### src/rtl/rvr_pkg.sv
// Shared types, register codes and saturation helper for the rotor vector
// rotation block. No dependencies.

package rvr_pkg;

  localparam int unsigned WORD_W   = 32;
  localparam int unsigned PROD_W   = 34;  // 64-bit product shifted right by 30
  localparam int unsigned ACC_W    = 36;  // room for sums of up to four shifted products
  localparam int unsigned Q_SHIFT  = 30;
  localparam int unsigned CFG_IDX_W = 8;
  localparam int unsigned NUM_DIM  = 3;

  localparam logic [CFG_IDX_W-1:0] REG_SCALAR = CFG_IDX_W'(0);
  localparam logic [CFG_IDX_W-1:0] REG_XY     = CFG_IDX_W'(1);
  localparam logic [CFG_IDX_W-1:0] REG_YZ     = CFG_IDX_W'(2);
  localparam logic [CFG_IDX_W-1:0] REG_ZX     = CFG_IDX_W'(3);

  localparam logic signed [WORD_W-1:0] ROTOR_ONE = WORD_W'(32'sd1 <<< Q_SHIFT);
  localparam logic signed [WORD_W-1:0] WORD_MAX  = {1'b0, {(WORD_W-1){1'b1}}};
  localparam logic signed [WORD_W-1:0] WORD_MIN  = {1'b1, {(WORD_W-1){1'b0}}};

  typedef logic signed [WORD_W-1:0] word_t;
  typedef logic signed [PROD_W-1:0] prod_t;
  typedef logic signed [ACC_W-1:0]  acc_t;
  typedef word_t [NUM_DIM-1:0]      vec3_t;
  typedef vec3_t [NUM_DIM-1:0]      mat_t;
  typedef acc_t  [NUM_DIM-1:0]      acc3_t;

  typedef struct packed {
    logic hit;
    word_t val;
  } sat_t;

  // Stage load enables of the datapath pipeline
  typedef struct packed {
    logic mul_en;
    logic sum_en;
    logic out_en;
  } stage_en_t;

  function automatic sat_t sat_word(input acc_t x);
    sat_t r;
    logic [ACC_W-WORD_W:0] top;
    top = x[ACC_W-1:WORD_W-1];
    if (top == '0 || top == '1) begin
      r.hit = 1'b0;
      r.val = x[WORD_W-1:0];
    end else begin
      r.hit = 1'b1;
      r.val = x[ACC_W-1] ? WORD_MIN : WORD_MAX;
    end
    return r;
  endfunction

  function automatic acc_t ext_prod(input prod_t p);
    return {{(ACC_W-PROD_W){p[PROD_W-1]}}, p};
  endfunction

endpackage

### src/rtl/rvr_merge.sv
// Merging stage: saturates the lane sums, combines the clip flags and
// registers the result. Depends on rvr_pkg.

module rvr_merge import rvr_pkg::*; (
  input  logic      clk_i,
  input  stage_en_t en_i,
  input  acc3_t     sum_i,
  output vec3_t     rot_o,
  output logic      clipped_o
);

  vec3_t rot_d, rot_q;
  logic  clip_d, clip_q;

  always_comb begin
    sat_t r;
    clip_d = 1'b0;
    for (int i = 0; i < NUM_DIM; i++) begin
      r        = sat_word(sum_i[i]);
      rot_d[i] = r.val;
      clip_d   = clip_d | r.hit;
    end
  end

  always_ff @(posedge clk_i) begin
    if (en_i.out_en) begin
      rot_q  <= rot_d;
      clip_q <= clip_d;
    end
  end

  assign rot_o     = rot_q;
  assign clipped_o = clip_q;

endmodule

### config.mk
export PLATFORM = sky130hd
export DESIGN_NAME = rvr_merge
export DESIGN_NICKNAME = d
export VERILOG_FILES = /design/src/rtl/rvr_pkg.sv /design/src/rtl/rvr_merge.sv
export SDC_FILE = /design/constraint.sdc
export NUM_CORES = 1
export LEC_CHECK = 0
export BUFFER_PORTS_ARGS = -buffer_cell sky130_fd_sc_hd__buf_2
export CORE_MARGIN = 3
export CORE_UTILIZATION = 48
export DETAILED_ROUTE_END_ITERATION = 6
export PLACE_DENSITY = 0.91
export SLEW_MARGIN = 20
export SYNTH_ARGS = -nofsm -noshare
export SYNTH_HDL_FRONTEND = slang
export SYNTH_SLANG_ARGS = --single-unit
### constraint.sdc
create_clock -name clk_i -period 3.8 [get_ports clk_i]
set_input_delay 0 -clock clk_i [delete_from_list [all_inputs] [get_ports clk_i]]
set_output_delay 0 -clock clk_i [all_outputs]
set_load 0.005 [all_outputs]
==> results.txt <==
----------------------------------------------------
[Synthesis]
  Commonest cells post-synth ... 97 x sky130_fd_sc_hd__edfxtp_1, 91 x sky130_fd_sc_hd__a21o_1, 8 x sky130_fd_sc_hd__buf_6
  Number of distinct standard cells referenced by the synthesized netlist ... 15
  Synth warnings ... 0
  Post-synthesis register bit count ... 97
  Fraction of registers with async set/reset ... 0
  Number of instances in the synthesized netlist ... 226
  Area share of the largest cell type after synthesis ... 0.745
  Cell type with the largest total area after synthesis ... sky130_fd_sc_hd__edfxtp_1
  Post-synthesis instance area ... 3910 um2
  Share of synthesized area occupied by flip-flops and latches ... 0.745
  Number of nets in the synthesized netlist ... 338
  Number of enable flip-flop cells after synthesis ... 97
  Leading register cell type out of synthesis ... sky130_fd_sc_hd__edfxtp_1
  Post-synthesis average cell area ... 17.3 um2
  Cell types occupying the most area after synthesis ... sky130_fd_sc_hd__edfxtp_1 74%, sky130_fd_sc_hd__a21o_1 17%, sky130_fd_sc_hd__buf_6 2.3%
  Most common cell in the synthesized netlist ... sky130_fd_sc_hd__edfxtp_1

[Worst setup path]
  Arrival time worst endpoint ... 1.70 ns
  Type of destination of the critical path ... register
  Critical-path cell list ... dlygate4sd3_1, buf_2, nand2_1, a21o_2
  Critical path class ... input pin to register
  Count of buffer and inverter cells on the critical path ... 2
  Family of cells with the greatest summed delay on the critical path ... buffers and inverters
  Worst Path Required ... 3.90 ns
  Worst path max stage delay ... 0.57 ns
  Critical path's slowest cell ... sky130_fd_sc_hd__nand2_1
  Critical Path Source Type ... input pin
  Crit-path max FO ... 31

[Detailed routing]
  Total Wirelength ... 11700 um
  Detailed-route via count ... 3189
  Number of nets with antenna violations after detailed routing ... 0
  Iteration count of the initial detailed-routing pass ... 4
  Remaining DRCs ... 0
  Post-DR vias/cell ... 5.09
  Starting DRT DRC Count ... 104
  Average routed wire per standard cell ... 18.6 um

[Clock tree]
  Number of H-tree levels ... 3
  Master cell of the clock root buffer ... sky130_fd_sc_hd__clkbuf_8
  Clock Tree Buf Depth ... 2
  TritonCTS buffer count ... 9
  Gates resized, CTS repair ... 0
  CTS sink count ... 97
  Clock slew at reported path FFs ... 0.09 ns
  CTS tree ... done

[Cells and area]
  Final Cell Area ... 6060 um2
  Share of final-layout standard cells stronger than drive strength 1 ... 0.435
  Antenna diodes ... 0
  Layout overhead on the synthesized area ... 54.9%
  Post-layout net count ... 631
  Core occupancy in the finished layout ... 0.776

[Floorplan]
  Die width ... 96.3 um
  Core Box Area ... 7810 um2
  Count of boundary I/O pins ... 209
  Initial Util ... 0.501
  Chip Height ... 96.3 um
  Full die area ... 9270 um2
  Row count ... 32

[Timing]
  Post-layout min period ... 1.60 ns
  Worst slew margin relative to its limit ... 0.343
  Total Neg Setup Slack ... 0 ns
  Finish-stage setup viols ... 0
  Number of pins exceeding their max-slew limit in the final report ... 0
  Actual transition at the worst max-transition pin ... 0.982 ns
  Portion of the clock cycle consumed by the worst path in the final layout ... 0.421
  RSZ-0062 raised after global routing ... no
  Number of hold violations in the final report ... 0
  Fmax ... 625 MHz

[Global route]
  Wire length of the first global-routing pass ... 16600 um
  Grt ovf ... 0
  Total GRT Usage ... 0.243
  Initial antenna violation count ... 0
  Vias in the first global route ... 3338
  Largest net degree at the start of global routing ... 98

[Hold path]
  Type of the worst min-delay path ... input pin to register
  Worst hold stages ... 4
  Endpoint of the worst hold-timing path ... clipped_o
  Start point of the worst min-delay path ... sum_i[106]

[Power and ir drop]
  Peak supply drop ... 0.282 mV
  Total power per unit cell area ... 387 nW/um2
  Cell leakage power ... 2.88 nW

[Placement]
  Hpwl dp ... 6410 um
  DP Area ... 4900 um2
  Final RePlAce weighted congestion ... 0.726
  IO Port Bufs ... 206

[Status]
  Run status ... completed

[Run]
  Maximum capacitance violations ... 0

----------------------------------------------------
==> what timing repair did <==
action / CTS / global route
hold buffers: 96 / 0
hold endpoints to repair: 96 / 0
buffers inserted: 0 / 0
==> per-stage QoR <==
step,instances,hold slack (ns),total power [mW],setup slack [ns]
2_1_floorplan,226,0.112,1.46,2.62
3_3_place_gp,514,0.233,1.62,2.37
3_5_place_dp,514,0.236,1.64,2.25
4_1_cts,626,0.151,2.34,2.10
5_1_grt,626,0.175,2.45,2.11
6_report,626,0.163,2.35,2.20
==> cells by family (layout without fill, tap and decap cells) <==
logic type | after synthesis | in the layout | share of synthesized area
buf+inv | 21 | 319 | 0.0457
mux | 2 | 2 | 0.00512
simple gates | 13 | 13 | 0.0253
compound gates | 93 | 93 | 0.179
flops | 97 | 97 | 0.745
==> layer usage <==
layer / part of all wire / vias up / global-route usage
met1: 0.35 / 1533 / 0.257
li1: - / 1454 / -
met4: 0.017 / 0 / 0.0889
met2: 0.54 / 181 / 0.441
met3: 0.093 / 21 / 0.0860
met5: 0 / - / 0
==> how the worst max path moves through the flow <==
stage	start	to	slack, ns	cells past startpoint
4_1_cts	sum_i[35]	clipped_o	2.10	4
2_1_floorplan	sum_i[69]	rot_o[32]	2.62	4
6_report	sum_i[107]	rot_o[64]	2.20	4
5_1_grt	sum_i[107]	rot_o[64]	2.11	4
3_3_place_gp	sum_i[105]	rot_o[64]	2.37	4
3_5_place_dp	sum_i[34]	clipped_o	2.25	4
==> cell type report <==
type | instances | area [um2]
flip-flops and latches | 97 | 2910
repair buffers | 303 | 2010
fillers | 462 | 1750
multi-input cells | 108 | 825
clock buffers | 11 | 131
well taps | 102 | 128
clock inverters | 5 | 55.1
==> placed cells by master (no fill, tap or decap) <==
master                          instances
sky130_fd_sc_hd__clkinv_2               1
sky130_fd_sc_hd__nand4_1                3
sky130_fd_sc_hd__dlygate4sd3_1         96
sky130_fd_sc_hd__edfxtp_1              97
sky130_fd_sc_hd__buf_2                205
sky130_fd_sc_hd__or4_4                  2
sky130_fd_sc_hd__nor2_2                 1
sky130_fd_sc_hd__clkinvlp_4             1
sky130_fd_sc_hd__a21o_2                 2
sky130_fd_sc_hd__clkinv_1               1
sky130_fd_sc_hd__nand2_1                2
sky130_fd_sc_hd__buf_6                  1
sky130_fd_sc_hd__inv_6                  1
sky130_fd_sc_hd__clkbuf_1               2
sky130_fd_sc_hd__a21o_1                91
sky130_fd_sc_hd__buf_4                  1
sky130_fd_sc_hd__nand4b_1               1
sky130_fd_sc_hd__nor2b_4                2
sky130_fd_sc_hd__nor4_1                 1
sky130_fd_sc_hd__mux2i_1                2
sky130_fd_sc_hd__nand2_2                1
sky130_fd_sc_hd__bufinv_16              1
sky130_fd_sc_hd__clkbuf_8               9
==> where the power goes <==
group	total [mW]	switching [mW]	internal [mW]
logic	0.385	0.172	0.213
registers	1.32	0.0287	1.29
clock network	0.643	0.338	0.305
total	2.35	0.539	1.81
==> state kept, by name, summed over array words and instances, names as in the netlist <==
signal	count
clipped_o	1
rot_o	96
(Power assumes the default switching activity.)
